$ cat src/rtl/bqf_pkg.sv
// ----------------------------------------------------------------------------
// bqf_pkg
// widths, register codes and shared types of the multichannel biquad filter
// ----------------------------------------------------------------------------
`default_nettype none

package bqf_pkg;

    localparam int SAMPLE_W             = 24;
    localparam int CHAN_W               = 3;
    localparam int COEF_W               = 32;
    localparam int REG_IDX_W            = 3;
    localparam int PROD_W               = SAMPLE_W + COEF_W;
    localparam int ACC_W                = PROD_W + 3;
    localparam int FRAC_SHIFT           = 29;
    localparam int DEFAULT_NUM_CHANNELS = 8;
    localparam int MAX_IN_FLIGHT        = 4;

    localparam logic [COEF_W-1:0] COEF_ONE = COEF_W'(1 << FRAC_SHIFT);

    typedef enum logic [REG_IDX_W-1:0] {
        REG_B0 = 3'd0,
        REG_B1 = 3'd1,
        REG_B2 = 3'd2,
        REG_A1 = 3'd3,
        REG_A2 = 3'd4
    } reg_idx_t;

    typedef struct packed {
        logic [COEF_W-1:0] b0;
        logic [COEF_W-1:0] b1;
        logic [COEF_W-1:0] b2;
        logic [COEF_W-1:0] a1;
        logic [COEF_W-1:0] a2;
    } coef_set_t;

    // one channel's filter history, one memory word
    typedef struct packed {
        logic [SAMPLE_W-1:0] x1;
        logic [SAMPLE_W-1:0] x2;
        logic [SAMPLE_W-1:0] y1;
        logic [SAMPLE_W-1:0] y2;
    } hist_t;

    localparam int HIST_W = $bits(hist_t);

    typedef struct packed {
        logic s2_load;
        logic s3_load;
    } stage_ctl_t;

endpackage

`default_nettype wire

$ cat src/rtl/bqf_round.sv
// ----------------------------------------------------------------------------
// bqf_round
// round the q.52 sum to q1.23, ties up, and saturate to the sample range
// ----------------------------------------------------------------------------
`default_nettype none

module bqf_round import bqf_pkg::*; (
    input  wire logic [ACC_W-1:0]    acc,
    output logic      [SAMPLE_W-1:0] y
);

    localparam int Q_W = ACC_W + 1 - FRAC_SHIFT;

    localparam logic signed [ACC_W:0]   ROUND_BIAS = (ACC_W+1)'(1 << (FRAC_SHIFT - 1));
    localparam logic signed [Q_W-1:0]   SAT_MAX    = Q_W'((1 << (SAMPLE_W - 1)) - 1);
    localparam logic signed [Q_W-1:0]   SAT_MIN    = -Q_W'(1 << (SAMPLE_W - 1));
    localparam logic [SAMPLE_W-1:0]     Y_MAX      = SAMPLE_W'((1 << (SAMPLE_W - 1)) - 1);
    localparam logic [SAMPLE_W-1:0]     Y_MIN      = SAMPLE_W'(1 << (SAMPLE_W - 1));

    logic signed [ACC_W:0]  biased;
    logic signed [Q_W-1:0]  q;

    assign biased = $signed({acc[ACC_W-1], acc}) + ROUND_BIAS;
    assign q      = $signed(biased[ACC_W:FRAC_SHIFT]);

    always_comb
    begin
        if (q > SAT_MAX)
        begin
            y = Y_MAX;
        end
        else if (q < SAT_MIN)
        begin
            y = Y_MIN;
        end
        else
        begin
            y = q[SAMPLE_W-1:0];
        end
    end

endmodule

`default_nettype wire

$ cat config.mk
export PLATFORM = sky130hd
export DESIGN_NAME = bqf_round
export DESIGN_NICKNAME = d
export VERILOG_FILES = /design/src/rtl/bqf_pkg.sv /design/src/rtl/bqf_round.sv
export SDC_FILE = /design/constraint.sdc
export NUM_CORES = 1
export LEC_CHECK = 0
export BUFFER_PORTS_ARGS = -buffer_cell sky130_fd_sc_hd__buf_2
export CAP_MARGIN = 20
export CORE_ASPECT_RATIO = 1.25
export CORE_MARGIN = 4
export CORE_UTILIZATION = 32
export DETAILED_ROUTE_END_ITERATION = 8
export GPL_TIMING_DRIVEN = 0
export MAX_ROUTING_LAYER = met4
export PLACE_DENSITY = 0.73
export SLEW_MARGIN = 10
export SYNTH_ARGS = -nofsm -noshare
export SYNTH_HDL_FRONTEND = slang
export SYNTH_SLANG_ARGS = --single-unit
$ cat constraint.sdc
create_clock -name vclk -period 3.1
set_input_delay 0.465 -clock vclk [all_inputs]
set_output_delay 0.465 -clock vclk [all_outputs]
set_load 0.02 [all_outputs]
# == After elaboration in Yosys (flattened, before gate mapping) ==
# Index checks and enable logic that the tools add are counted.
# word_totals
romBits,0
latchBits,0
output_inout_bits,24
ram_bits,0
memories,0
inputBits,59
regBits,0
# op_classes
n_reduce_logical,0
n_eq_ne,0
bitwise,0
add_sub_neg,1
mux,2
n_shift,0
n_mul,0
n_div,0
magnitude_cmp,2
# ops
cell,n
$add A59 B30 Y60 const B,1
$mux W24,2
$gt A31 B24 Y1 const B,1
$lt A31 B24 Y1 const B,1

# == Longest topological paths before layout ==
# depth
depth_word,4
ltp_mapped,8

# == Worst setup path before layout ==
# No wires, ideal clock.
# synth_path
kind,input to output
start,input acc[28]
end,output y[10]
t_required_ns,2.635
cell_stages,7
setup_slack_ns,0.395
t_arrival_ns,2.240
n_path_buf,1
cell_sequence,and3_2 > or3b_4 > nor4_4 > mux2i_1 > o31ai_4 > buf_6 > a21oi_1
# synth_between
elab_chain_cells,4
# synth_lines
item,line_no,text
"start, declared",bqf_round.sv:8,"input wire logic [ACC_W-1:0] acc,"
$add A59 B30 Y60 (*),bqf_round.sv:23,"assign biased = $signed({acc[ACC_W-1], acc}) + ROUND_BIAS;"
$lt A31 B24 Y1,bqf_round.sv:32,else if (q < SAT_MIN)
$mux W24,bqf_round.sv:32,
$mux W24 (*),bqf_round.sv:28,if (q > SAT_MAX)
"end, declared",bqf_round.sv:9,output logic [SAMPLE_W-1:0] y
# Every way passes the cells marked *; elsewhere a longest branch is shown, timed or not.

# == Worst setup path after layout ==
# layout_path
start,input acc[30]
end,output y[21]
# Same word-level chain as after synthesis.

==> run summary <==
Highest-count cells in the layout ignoring fill and taps - 54 x buf_2, 22 x a21oi_1, 14 x nand2_1, 13 x xnor2_1, 11 x xor2_1
Die area - 0.00354 sq mm
Fin worst setup slack - 0.0901 ns
Commonest non-fill, non-tap cell in the layout - buf_2
Area growth syn-to-layout - 38.1%
Worst min-delay path startpoint - acc[35]
IO Pins - 83
Avg WL per Cell - 12.3 microns
Hold-fix buffers, CTS - 0
Share of cells above drive strength 1 - 34.2%
Rows - 20
DRC Markers - 0
PD cells - 130 mW/mm^2
Vias in the first global route - 991
Die Y - 65.6 microns
Diode count - 0
Startpoint Class - input pin
Crit Path Max Fanout - 10
Final nets - 246
Tightest Pin Transition - 0.394 ns
# setup viols final - 0
DR vias - 1162
Core box area - 0.00248 sq mm
FF/Latch Area - 0 sq um
First-pass GRT wire length - 4150 microns
# placed instances - 217
Leak - 0.490 nW
CP Data Required Time - 2.63 ns
Sequential share of the synthesized area - 0%
Total track usage - 14.7%
Fin Hold WS - 1.34 ns
IO buf count - 54
Status - finished clean
Fin. Hold Viols - 0
Slew margin rel. - 73.5%
Fin. max-slew vios - 0
Pin count of the biggest net entering global routing - 11
Initial core utilization - 34.2%
Worst IR Drop VDD - 0.0000699 V
Ys Warns - 0
Yosys cell types - 31
Die width - 54.1 microns
Drt total wl - 2660 microns
RSZ-0062 raised after global routing - yes
Hpwl dp - 2260 microns
Max_cap viols - 0
Min cycle time layout - 3.01 ns
Post-Place Setup Slack - -0.0238 ns
Drt pass-1 iters - 4
# clk buffers - 0
CP Capture Type - primary output
Initial antenna violation count - 0
Drt initial violations - 22
Multi-input gate area in the final layout - 808 sq um
Grt ovf - 0
Synth Cell Area - 848 sq um
WHS Path Cells - 4
Max Freq - 0.332 GHz
Layout filler cell count - 280
Fin crit share - 97.1%
Mapped Cells - 130
Finished Layout Cells - 217
Routed vias/inst - 5.35
Hold Path Sink - y[6]
Hold WC Path Type - in2out
Kind of critical path - in2out
Post-CTS Setup Inserts - 0
GPL Wtd Cong - 0.819
Seq cells - 0
Final ANT Viol Nets - 0
Syn Nets - 190
Mapped Avg Cell Area - 6.53 sq um
Arrival @ worst endpoint - 2.54 ns
==> power breakdown <==
part | switching [mW] | internal (mW)
clock network | 0 | 0
registers | 0 | 0
logic | 0.0940 | 0.0580
==> critical path: stages <==
cell and delay, ns:
buf_2 0.14, and3_2 0.24, or3b_4 0.44, nor4_4 0.28, mux2i_1 0.16, o31ai_4 0.39, buf_6 0.19, a21oi_1 0.07
buf_2 0.16
==> worst max path at each step <==
stage                  from     to  slack, ns  cells past startpoint
global placement    acc[37]  y[22]      -0.05                      9
detailed placement  acc[37]  y[22]      -0.02                      9
global route        acc[30]  y[21]      -0.03                      9
floorplan           acc[28]  y[10]       0.39                      7
CTS                 acc[37]   y[4]       0.07                      9
finish              acc[30]  y[21]       0.09                      9
==> cell families (layout without fill, tap and decap cells) <==
| family | after synthesis | count (layout) | share of synthesized area, % |
|---|---|---|---|
| compound gates | 30 | 30 | 22.0 |
| simple gates | 65 | 65 | 44.8 |
| fa+ha+maj | 1 | 1 | 1.47 |
| buf+inv | 9 | 63 | 5.75 |
| mux | 1 | 1 | 1.18 |
| xor+xnor | 24 | 24 | 24.8 |
==> cell usage after synthesis <==
library cell / number / share of area, %
clkbuf_1: 4 / 1.8
o31ai_4: 1 / 2.5
nor4bb_1: 1 / 1.2
or3b_4: 1 / 1.3
inv_1: 3 / 1.3
nand4_1: 10 / 7.4
o31a_1: 2 / 2.1
mux2i_1: 1 / 1.2
and2_1: 3 / 2.2
o211ai_1: 2 / 1.8
nor2_1: 9 / 4.0
nor2b_1: 1 / 0.74
o211a_1: 1 / 1.2
and4_1: 5 / 5.2
nor3_1: 2 / 1.2
xor2_1: 11 / 11
ha_1: 1 / 1.5
or3_1: 1 / 0.74
nor4_1: 2 / 1.5
nand2_1: 14 / 6.2
nor4_4: 1 / 2.5
xnor2_1: 13 / 13
nand3_1: 9 / 5.3
buf_6: 2 / 2.7
nor4_2: 1 / 1.5
and3_1: 3 / 2.2
and3_2: 1 / 0.89
a211oi_1: 1 / 0.89
o21ai_1: 1 / 0.59
a21oi_1: 22 / 13
nor3b_1: 1 / 0.89
==> repair_timing <==
item / CTS / global route
setup endpoints to repair: 20 / 20
cloned: 0 / 0
hold endpoints to repair: 0 / 0
resized for setup: 1 / 4
==> routing by layer <==
layer	global-route usage [%]	up-vias	part of all wire, %
li1	-	596	-
met1	18.4	535	46
met2	27.1	29	50
met3	0	2	4.2
met4	0.935	0	0.53
met5	-	-	0
==> metrics by stage <==
step	util (%)	setup TNS (ns)	cell area, sq um	power [mW]
after floorplan	-	0	848	0.0847
after global placement	46.8	-0.511	1160	0.150
after detailed placement	46.8	-0.187	1160	0.151
after CTS	47.2	0	1170	0.152
after global routing	47.3	-0.0258	1170	0.166
final	47.3	0	1170	0.152
==> layout make-up <==
| type | count | share of cell area (%) |
|---|---|---|
| multi-input cells | 121 | 69.0 |
| plain buffers | 6 | 3.42 |
| inverters | 3 | 0.962 |
| well taps | 33 | 3.53 |
| repair buffers | 54 | 23.1 |
(Power assumes the default switching activity.)
