`src/rtl/bqf_ram.sv`:
```
// ----------------------------------------------------------------------------
// bqf_ram
// generic single-write, single-read ram with registered read data
// ----------------------------------------------------------------------------
`default_nettype none

module bqf_ram #(
    parameter int WIDTH = 8,
    parameter int DEPTH = 8,
    parameter int AW    = (DEPTH > 1) ? $clog2(DEPTH) : 1
) (
    input  wire logic             clk,
    input  wire logic             we,
    input  wire logic [AW-1:0]    waddr,
    input  wire logic [WIDTH-1:0] wdata,
    input  wire logic             re,
    input  wire logic [AW-1:0]    raddr,
    output logic      [WIDTH-1:0] rdata
);

    logic [WIDTH-1:0] mem [DEPTH];
    logic [WIDTH-1:0] rdata_reg;

    // read returns the old word on a same-address write
    always_ff @(posedge clk)
    begin
        if (we)
        begin
            mem[waddr] <= wdata;
        end
        if (re)
        begin
            rdata_reg <= mem[raddr];
        end
    end

    assign rdata = rdata_reg;

endmodule

`default_nettype wire

```
`config.mk`:
```
export PLATFORM = sky130hd
export DESIGN_NAME = bqf_ram
export DESIGN_NICKNAME = d
export VERILOG_FILES = /design/src/rtl/bqf_ram.sv
export SDC_FILE = /design/constraint.sdc
export NUM_CORES = 1
export LEC_CHECK = 0
export BUFFER_PORTS_ARGS = -buffer_cell sky130_fd_sc_hd__buf_2
export CORE_AREA = 5 5 73 75
export DETAILED_ROUTE_END_ITERATION = 16
export DIE_AREA = 0 0 78 80
export GPL_TIMING_DRIVEN = 1
export PLACE_DENSITY = 0.81
export SYNTH_ARGS = -nofsm -noshare
export SYNTH_HDL_FRONTEND = slang
export SYNTH_SLANG_ARGS = --single-unit
```
`constraint.sdc`:
```
create_clock -name clk -period 2.7 [get_ports clk]
set_input_delay 0.405 -clock clk [delete_from_list [all_inputs] [get_ports clk]]
set_output_delay 0.405 -clock clk [all_outputs]
set_load 0.01 [all_outputs]
```
Yosys cells after proc, flatten, opt, wreduce, memory -nomap -nowiden. Memory sizes are Yosys's and may differ from the RTL's. A register that Yosys moved wholly into a read port is not among the register bits. Index checks and enable logic that the tools add are counted.

Multiplexer cells: 2.

Operators by type and width (number): $mux 1 (2).

Register bits: 0. RAM bits: 64. Bits of input ports: 17. Output and inout port bits: 8. Logic and storage cells: 3. Memories kept: 1.

Memories: mem (depth 8, width 8, rd ports 1, clocked after Yosys merged registers in 1, write ports 1, RTL line 21) `logic [WIDTH-1:0] mem [DEPTH];`.

Logic depth before layout (Yosys ltp). Gate-level depths: netlist of the first run.

Depth in word-level cells: 2. Mapped depth: 4. Mapped depth without buffers: 2.

Worst setup path before layout of the first run. Ideal clock, no wire load.

Path kind: input to register. Start: in raddr[0]. End: reg rdata_reg[1] (netlist: rdata[1]) (read register of mem), data pin. Data arrival time: 1.428 ns. Data required time: 2.440 ns. Path slack: 1.012 ns. Stages: 4. Buffers on the path: 2. Cell sequence: buf_6 buf_12 mux4_1 mux2_2.

RTL lines: from (decl) (RTL line 17) `input wire logic [AW-1:0] raddr,`; to (decl) (RTL line 22) `logic [WIDTH-1:0] rdata_reg;`.

==> results of run 1 <==
==> layout by cell type (no fill, tap or decap) <==
| cell type | netlist | routed |
|---|---|---|
| edfxtp_1 | 72 | 72 |
| buf_2 | 1 | 24 |
| mux4_1 | 15 | 15 |
| clkbuf_8 | 0 | 9 |
| mux2_2 | 8 | 8 |
| nor2_1 | 6 | 6 |
| buf_4 | 0 | 6 |
| nand2b_1 | 3 | 3 |
| nand2_1 | 2 | 2 |
| nor3_1 | 2 | 2 |
| clkinv_2 | 0 | 2 |
| bufinv_16 | 0 | 2 |
| clkinvlp_4 | 0 | 2 |
| mux4_2 | 1 | 1 |
==> cell type report <==
class                           instances  area [sq um]  area share
Clock buffer                            9         123.9     0.03908
Clock inverter                          6         85.08     0.02685
Multi-Input combinational cell         37         565.5      0.1784
Sequential cell                        72          2162      0.6822
Tap cell                               54         67.56     0.02132
Timing Repair Buffer                   30         165.2     0.05211
==> cells by family after synthesis <==
kind of cell / Yosys count / share of synthesized area
flops: 72 / 0.7801
mux: 24 / 0.1828
simple gates: 13 / 0.02122
buf+inv: 5 / 0.01580
==> metal layers <==
metal	share of wire	routed length, microns
met1	0.41	1761
met2	0.53	2263
met3	0.052	224
met4	0.014	61
met5	0	0
==> worst max-delay path, delay by kind of cell <==
kind	cells	cell delay, ns
muxes	2	0.89
buffers and inverters	1	0.38
==> power groups by stage <==
| stage | combinational, mW | clock [mW] | sequential (mW) |
|---|---|---|---|
| 2_1_floorplan | 0.0675 | 0 | 1.31 |
| 3_3_place_gp | 0.115 | 0 | 1.31 |
| 3_5_place_dp | 0.120 | 0 | 1.31 |
| 4_1_cts | 0.120 | 0.896 | 1.28 |
| 5_1_grt | 0.129 | 0.957 | 1.29 |
| 6_report | 0.117 | 0.880 | 1.28 |
==> stage by stage <==
step,util,power (mW)
finish,0.6893,2.281
global route,0.6893,2.373
CTS,0.6893,2.301
detailed placement,0.6438,1.429
global placement,0.6438,1.422
floorplan,-,1.380
==> final timing paths <==
| kind | startpoint | end | slack [ns] |
|---|---|---|---|
| hold reg to reg | mem[2][5]$_DFFE_PP_ | rdata[5]$_DFFE_PP_ | 0.75 |
| setup / recovery | raddr[0] | rdata[6]$_DFFE_PP_ | 1.10 |
| hold / removal | wdata[4] | mem[1][4]$_DFFE_PP_ | 0.34 |
| setup reg to reg | mem[4][5]$_DFFE_PP_ | rdata[5]$_DFFE_PP_ | 1.31 |
==> flow_summary.toml, run 1 <==
[status]
outcome = "completed"

[routing]
drt_iter0_drc = 73
vias_per_cell = 5.808
via_count = 1208
drt_wl_total_microns = 4309
wire_per_inst_microns = 20.72
antenna_left = 0
drt-pass1-iter-count = 4
drc = 0

[grt]
antenna_found_initial = 0
use_met1 = 0.1899
grt_busiest_layer = "met2"
grt_max_degree = 17
groute.layer.met2.usage = 0.2554
grt_util_met3 = 0.05756
grt_overflow = 0
grtUsageTotal = 0.1556
grt_pass1_vias = 1301
grt_pass1_wl_microns = 6824

[critical_path]
crit_slowest_cell = "mux4_1"
crit_chain = "buf_2 -> mux4_1 -> mux2_2"
crit_arrival_ns = 1.68
worstSetupEndpointType = "flip-flop"
worstPathRequired_ns = 2.78
crit_type = "in2reg"
cp_max_fo = 16
reg2regPathDepth = 2
cpPeakStageDelay_ns = 0.62
worstSetupStartpointType = "primary input"

[cells_and_area]
final_nets = 167
fillers = 292
n_antenna_cell = 0
syn_to_final_growth_pct = 14.36
fin_area_sq_um = 3169
layout-drive-gt1-share = 0.3506
largest_register_ffs = 64
final_cells = 208

[timing]
finalHoldViolCount = 0
whs_ns = 0.3370
setup_slack_ns = 1.104
rsz0062_at_grt = "false"
tightest_slew_ns = 0.8013
tns_ns = 0
fin_crit_sh = 0.5912
drv_slew = 0
post-route-min-period_ns = 1.596
skew_ns = 0.005482
slew_headroom = 0.4638
fmax_mhz = 626.5
setup_viol = 0

[clocking]
post_cts_buffers = 0
numCtsBuffers = 9
cts_hold_buf = 0
cts_resized = 0
cts_tree = "done"
cts_root_buf = "clkbuf_8"
cts_sinks = 72
insertion_delay_ns = 0.33
h-tree-depth = 3
clockBufferDepth = 2
cts.clk_slew.worst_paths_ns = 0.08

[logic_synthesis]
synth_edf_count = 72
postSynthCellCount = 114
avgSynthCellArea_sq_um = 24.31
synth_ff_type = "edfxtp_1"
synth_top_area_frac = 0.7801
synth-seq-area-share = 0.7801
ys_types = 13
syn_nets = 131
synth_commonest_cells = "edfxtp_1, mux4_1, mux2_2"
ys_async_sr_fraction = 0
netlist_area_sq_um = 2771
synth_area_leaders = "edfxtp_1, mux4_1, mux2_2"
yosysWarnings = 0
synth.most_common_cell = "edfxtp_1"
ys_seq_elements = 72
yosys.area.top_type = "edfxtp_1"

[flow_run]
drv_cap = 0

[placed_design]
dp_hpwl_microns = 2658
post-place-cells = 193
placed_cell_area_sq_um = 2960
portBuffers = 24
place.gp.congestion = 0.6555
dp_slack_ns = 0.7257

[power]
combPwrFrac = 0.051
p_leak_nw = 1.105
p_switching_mw = 0.4372
power_frac_clock = 0.386
power.density_nw_per_um2 = 719.8
irDropWorstVdd_mv = 0.5753
switching_share = 0.1916
seqPwrFrac = 0.563
intPower_mw = 1.844

[floorplanning]
pin_count = 25
coreArea_sq_um = 4598
die_h_microns = 80
dieArea_sq_um = 6240
start_util = 0.6027
die_x_microns = 78
rows = 25

[hold_path]
min_path_type = "in2reg"
min_delay_path_depth = 1
Power figures use the tool's default switching activity.
==> run 2: changes to the inputs <==
CORE_AREA = 5 5 80 82   (was 5 5 73 75)
DIE_AREA = 0 0 85 87   (was 0 0 78 80)
PLACE_DENSITY = 0.71   (was 0.81)
clock period = 1.4 ns   (was 2.7 ns; I/O delays follow)
==> run 2 against run 1 <==
Setup slack got worse by 1.1 ns. Non-clock buffer count is 5 higher. Sequential share of layout area rose by 0.41 points. First-iteration DRC count increased by 29%. Critical path depth down 1. Wire length grew 7.5%. Clock skew increased by 0.0023 ns. Register-to-register slack worse by 1.3 ns. Via count up 0.83%. Cell count rose by 11%. Total power is 74% higher. Critical endpoint is now rdata[3]$_DFFE_PP_. Highest routed layer unchanged.
==> flow_summary.toml, run 2 (synthesized netlist as in run 1, its figures left out) <==
[status]
outcome = "completed"

[placed_design]
post-place-cells = 219
place.gp.congestion = 0.6925
dp_hpwl_microns = 2957
portBuffers = 24
dp_slack_ns = -0.1896

[grt]
grt_busiest_layer = "met2"
grt_overflow = 0
grt_util_met3 = 0.04352
grt_max_degree = 17
grtUsageTotal = 0.1394
use_met1 = 0.1480
grt_pass1_vias = 1346
grt_pass1_wl_microns = 7079
antenna_found_initial = 0
groute.layer.met2.usage = 0.2408

[timing]
tns_ns = 0
fmax_mhz = 728.2
skew_ns = 0.007792
whs_ns = 0.1446
setup_slack_ns = 0.02668
setup_viol = 0
fin_crit_sh = 0.9809
drv_slew = 0
post-route-min-period_ns = 1.373
finalHoldViolCount = 0
tightest_slew_ns = 0.2496
slew_headroom = 0.8336
rsz0062_at_grt = "true"

[power]
p_switching_mw = 0.7919
power_frac_clock = 0.310
intPower_mw = 3.187
p_leak_nw = 1.063
irDropWorstVdd_mv = 0.5236
switching_share = 0.1990
power.density_nw_per_um2 = 1263
seqPwrFrac = 0.623
combPwrFrac = 0.067

[clocking]
numCtsBuffers = 9
post_cts_buffers = 0
clockBufferDepth = 2
cts_sinks = 72
cts_resized = 1
cts.clk_slew.worst_paths_ns = 0.06
insertion_delay_ns = 0.33
cts_root_buf = "clkbuf_8"
cts_tree = "done"
cts_hold_buf = 0
h-tree-depth = 3

[cells_and_area]
layout-drive-gt1-share = 0.4423
n_antenna_cell = 0
final_nets = 172
utilization = 0.5551
layout_commonest_cell = "edfxtp_1"
fillers = 441
largest_register_ffs = 64
syn_to_final_growth_pct = 13.68
final_cell_mix = "edfxtp_1, buf_2, mux4_2, clkbuf_8, buf_4"
final_cells = 231

[floorplanning]
coreArea_sq_um = 5675
dieArea_sq_um = 7395
pin_count = 25
rows = 28
die_h_microns = 87
start_util = 0.4883
die_x_microns = 85

[critical_path]
cp_max_fo = 1
path_buf_inv = 0
cpPeakStageDelay_ns = 0.49
worstSetupEndpointType = "flip-flop"
crit_slowest_cell = "mux4_1"
crit_type = "reg2reg"
r2r_setup_slack_ns = 0.03
crit_chain = "mux4_1 -> mux2_2"
critPathTopFamily = "multiplexers"
crit_arrival_ns = 1.46
worstSetupStartpointType = "flip-flop"
worstPathRequired_ns = 1.49

[flow_run]
drv_cap = 0

[routing]
drt_iter0_drc = 94
wire_per_inst_microns = 20.05
drc = 0
drt_wl_total_microns = 4631
vias_per_cell = 5.273
antenna_left = 0
via_count = 1218
drt-pass1-iter-count = 4

[hold_path]
min_path_type = "in2reg"
[run 2: stage by stage]
stage	power, mW	instance area [sq um]
floorplan	2.672	2749
global placement	2.773	3028
detailed placement	2.790	3028
CTS	4.009	3162
global route	4.122	3151
finish	3.979	3151
[run 2: path summary, 6_finish.rpt]
check,startpoint,to,depth (start not counted)
min,wdata[7],mem[1][7]$_DFFE_PP_,1
max,mem[0][3]$_DFFE_PP_,rdata[3]$_DFFE_PP_,2
min reg2reg,mem[5][0]$_DFFE_PP_,rdata[0]$_DFFE_PP_,2
max reg2reg,mem[0][3]$_DFFE_PP_,rdata[3]$_DFFE_PP_,2
[run 2: worst reg2reg max path, delay by kind of cell (launching register included)]
family,cells,cell delay [ns]
muxes,2,0.76
DFF,1,0.37
[run 2: final cells by class]
cell class / instances / area (sq um) / area share
multi-input cells: 37 / 516.7 / 0.1640
flip-flops and latches: 72 / 2162 / 0.6863
clock inverters: 3 / 13.76 / 0.004369
clock buffers: 9 / 123.9 / 0.03932
repair buffers: 35 / 240.2 / 0.07625
well taps: 75 / 93.84 / 0.02979
[run 2: power groups by stage]
stage               Combinational, mW  Sequential [mW]  Clock, mW
floorplan                       0.140             2.53          0
global placement                0.252             2.52          0
detailed placement              0.264             2.53          0
CTS                             0.265             2.48       1.26
global route                    0.288             2.49       1.35
finish                          0.265             2.48       1.23
[run 2: per-layer routing]
metal,part of all wire,wire (microns)
met4,0.025,116
met1,0.38,1772
met3,0.045,207
met2,0.55,2535
met5,0,0
==> run 3: changes to the inputs <==
CORE_AREA = 5 5 83 85   (was 5 5 80 82)
DIE_AREA = 0 0 88 90   (was 0 0 85 87)
PLACE_DENSITY = 0.67   (was 0.71)
==> run 3 against run 2 <==
Sequential share of layout area is 1.6 points lower. Die area is 7.1% higher. Wire length is 2.9% lower. Fmax is 0.27% higher. Utilization is 2.9 points lower. Global-route usage is 0.93 points lower. Sequential power hardly changed. Clock-buffer cell count stayed put. First-iteration DRC count is 41% lower. Critical path depth stayed put. Register-to-register slack hardly changed. Cell count is 2.6% higher. Critical endpoint unchanged. Largest cell class unchanged.
==> flow_summary.toml, run 3 (synthesized netlist as in run 1, its figures left out) <==
[status]
outcome = "completed"

[timing]
fin_crit_sh = 0.9783
rsz0062_at_grt = "true"
finalHoldViolCount = 0
setup_slack_ns = 0.03044
fmax_mhz = 730.2
skew_ns = 0.01058
setup_viol = 0
whs_ns = 0.1380
drv_slew = 0
post-route-min-period_ns = 1.370
slew_headroom = 0.8364
tightest_slew_ns = 0.2454

[floorplanning]
die_h_microns = 90
dieArea_sq_um = 7920
pin_count = 25
die_x_microns = 88
rows = 29
start_util = 0.4519
coreArea_sq_um = 6132

[grt]
grt_max_degree = 17
grtUsageTotal = 0.1300
antenna_found_initial = 0
grt_pass1_wl_microns = 7245
grt_overflow = 0
grt_pass1_vias = 1383

[routing]
drt_wl_total_microns = 4498
drc = 0
wire_per_inst_microns = 18.98
drt_iter0_drc = 55
via_count = 1223
vias_per_cell = 5.160
drt-pass1-iter-count = 6
antenna_left = 0

[clocking]
cts_sinks = 72
cts_tree = "done"
post_cts_buffers = 0
clockBufferDepth = 2
cts_root_buf = "clkbuf_8"
numCtsBuffers = 9
h-tree-depth = 3
insertion_delay_ns = 0.34
cts.clk_slew.worst_paths_ns = 0.07

[power]
p_total_mw = 4.420
combPwrFrac = 0.059
seqPwrFrac = 0.561
p_switching_mw = 0.8364
p_leak_nw = 1.095
power_frac_clock = 0.380
power.density_nw_per_um2 = 1370
switching_share = 0.1892
intPower_mw = 3.583
irDropWorstVdd_mv = 0.6407

[hold_path]
hold_end = "mem[0][6]$_DFFE_PP_"
min_path_type = "in2reg"
min_delay_path_depth = 1
hp-start = "wdata[6]"

[critical_path]
worstSetupEndpointType = "flip-flop"
worstPathRequired_ns = 1.48
worstSetupStartpointType = "flip-flop"
r2r_setup_slack_ns = 0.03
timing.rr.start = "mem[0][3]$_DFFE_PP_"
reg2regPathDepth = 2
crit_arrival_ns = 1.45
r2r_end = "rdata[3]$_DFFE_PP_"
crit_type = "reg2reg"
cp_max_fo = 1

[cells_and_area]
fillers = 462
final_cell_mix = "edfxtp_1, buf_2, mux4_2, clkbuf_8, buf_4"
largest_register_ffs = 64
layout_commonest_cell = "edfxtp_1"
n_antenna_cell = 0
syn_to_final_growth_pct = 16.39
layout-drive-gt1-share = 0.4563
final_nets = 172

[placed_design]
dp_slack_ns = -0.2048
place.gp.congestion = 0.6941
portBuffers = 24

[flow_run]
drv_cap = 0
run 3: changes by cell type in the layout (fill, tap and decap cells not counted), sizes merged:
| cell | change |
|---|---|
| bufinv | +2 |
| clkinv | +1 |
| clkinvlp | +1 |
run 3: through the flow:
step	instances	util	area [sq um]	TNS, ns
final	237	0.5260	3226	0
after global placement	221	0.4942	3030	-1.131
after detailed placement	221	0.4942	3030	-1.310
after global routing	237	0.5260	3226	-0.006638
after CTS	237	0.5266	3229	0
after floorplan	114	-	2749	-0.2896
run 3: power groups by stage:
stage | sequential, mW | combinational [mW] | clock, mW
after floorplan | 2.53 | 0.140 | 0
after global placement | 2.52 | 0.252 | 0
after detailed placement | 2.53 | 0.263 | 0
after CTS | 2.48 | 0.265 | 1.73
after global routing | 2.48 | 0.285 | 1.83
final | 2.48 | 0.262 | 1.68
run 3: layer usage:
layer  GRT usage  share of wire  up-vias
li1            -              -      559
met1      0.1328           0.35      631
met2      0.2324           0.58       25
met3     0.03748          0.047        8
met4     0.06905          0.021        0
met5           0              0        -
run 3: cell type report:
class	count	area, sq um	share of cell area
timing repair buffer	35	240.2	0.07448
clock buffer	9	123.9	0.03840
tap	77	96.34	0.02987
clock inverter	7	86.33	0.02676
sequential	72	2162	0.6703
multi-input combinational	37	516.7	0.1602
run 3: worst max-delay path by stage:
stage	from	to	slack, ns	cells past startpoint
after floorplan	raddr[0]	rdata[0]$_DFFE_PP_	-0.04	4
after global placement	raddr[0]	rdata[0]$_DFFE_PP_	-0.16	4
after detailed placement	raddr[0]	rdata[1]$_DFFE_PP_	-0.20	4
after CTS	mem[5][1]$_DFFE_PP_	rdata[1]$_DFFE_PP_	0.01	2
after global routing	mem[5][1]$_DFFE_PP_	rdata[1]$_DFFE_PP_	-0.003	2
final	mem[0][3]$_DFFE_PP_	rdata[3]$_DFFE_PP_	0.03	2
run 3: repair_timing:
item                                   in CTS  in global routing
setup endpoints to repair                   3                  4
gates cloned                                0                  0
resized for setup                           3                  3
hold buffers                                0                  0
endpoints found under the hold margin       0                  0
run 3: critical path, cell delays in order (launching register included):
cell,delay [ns]
edfxtp_1,0.39
mux4_2,0.46
mux2_2,0.27
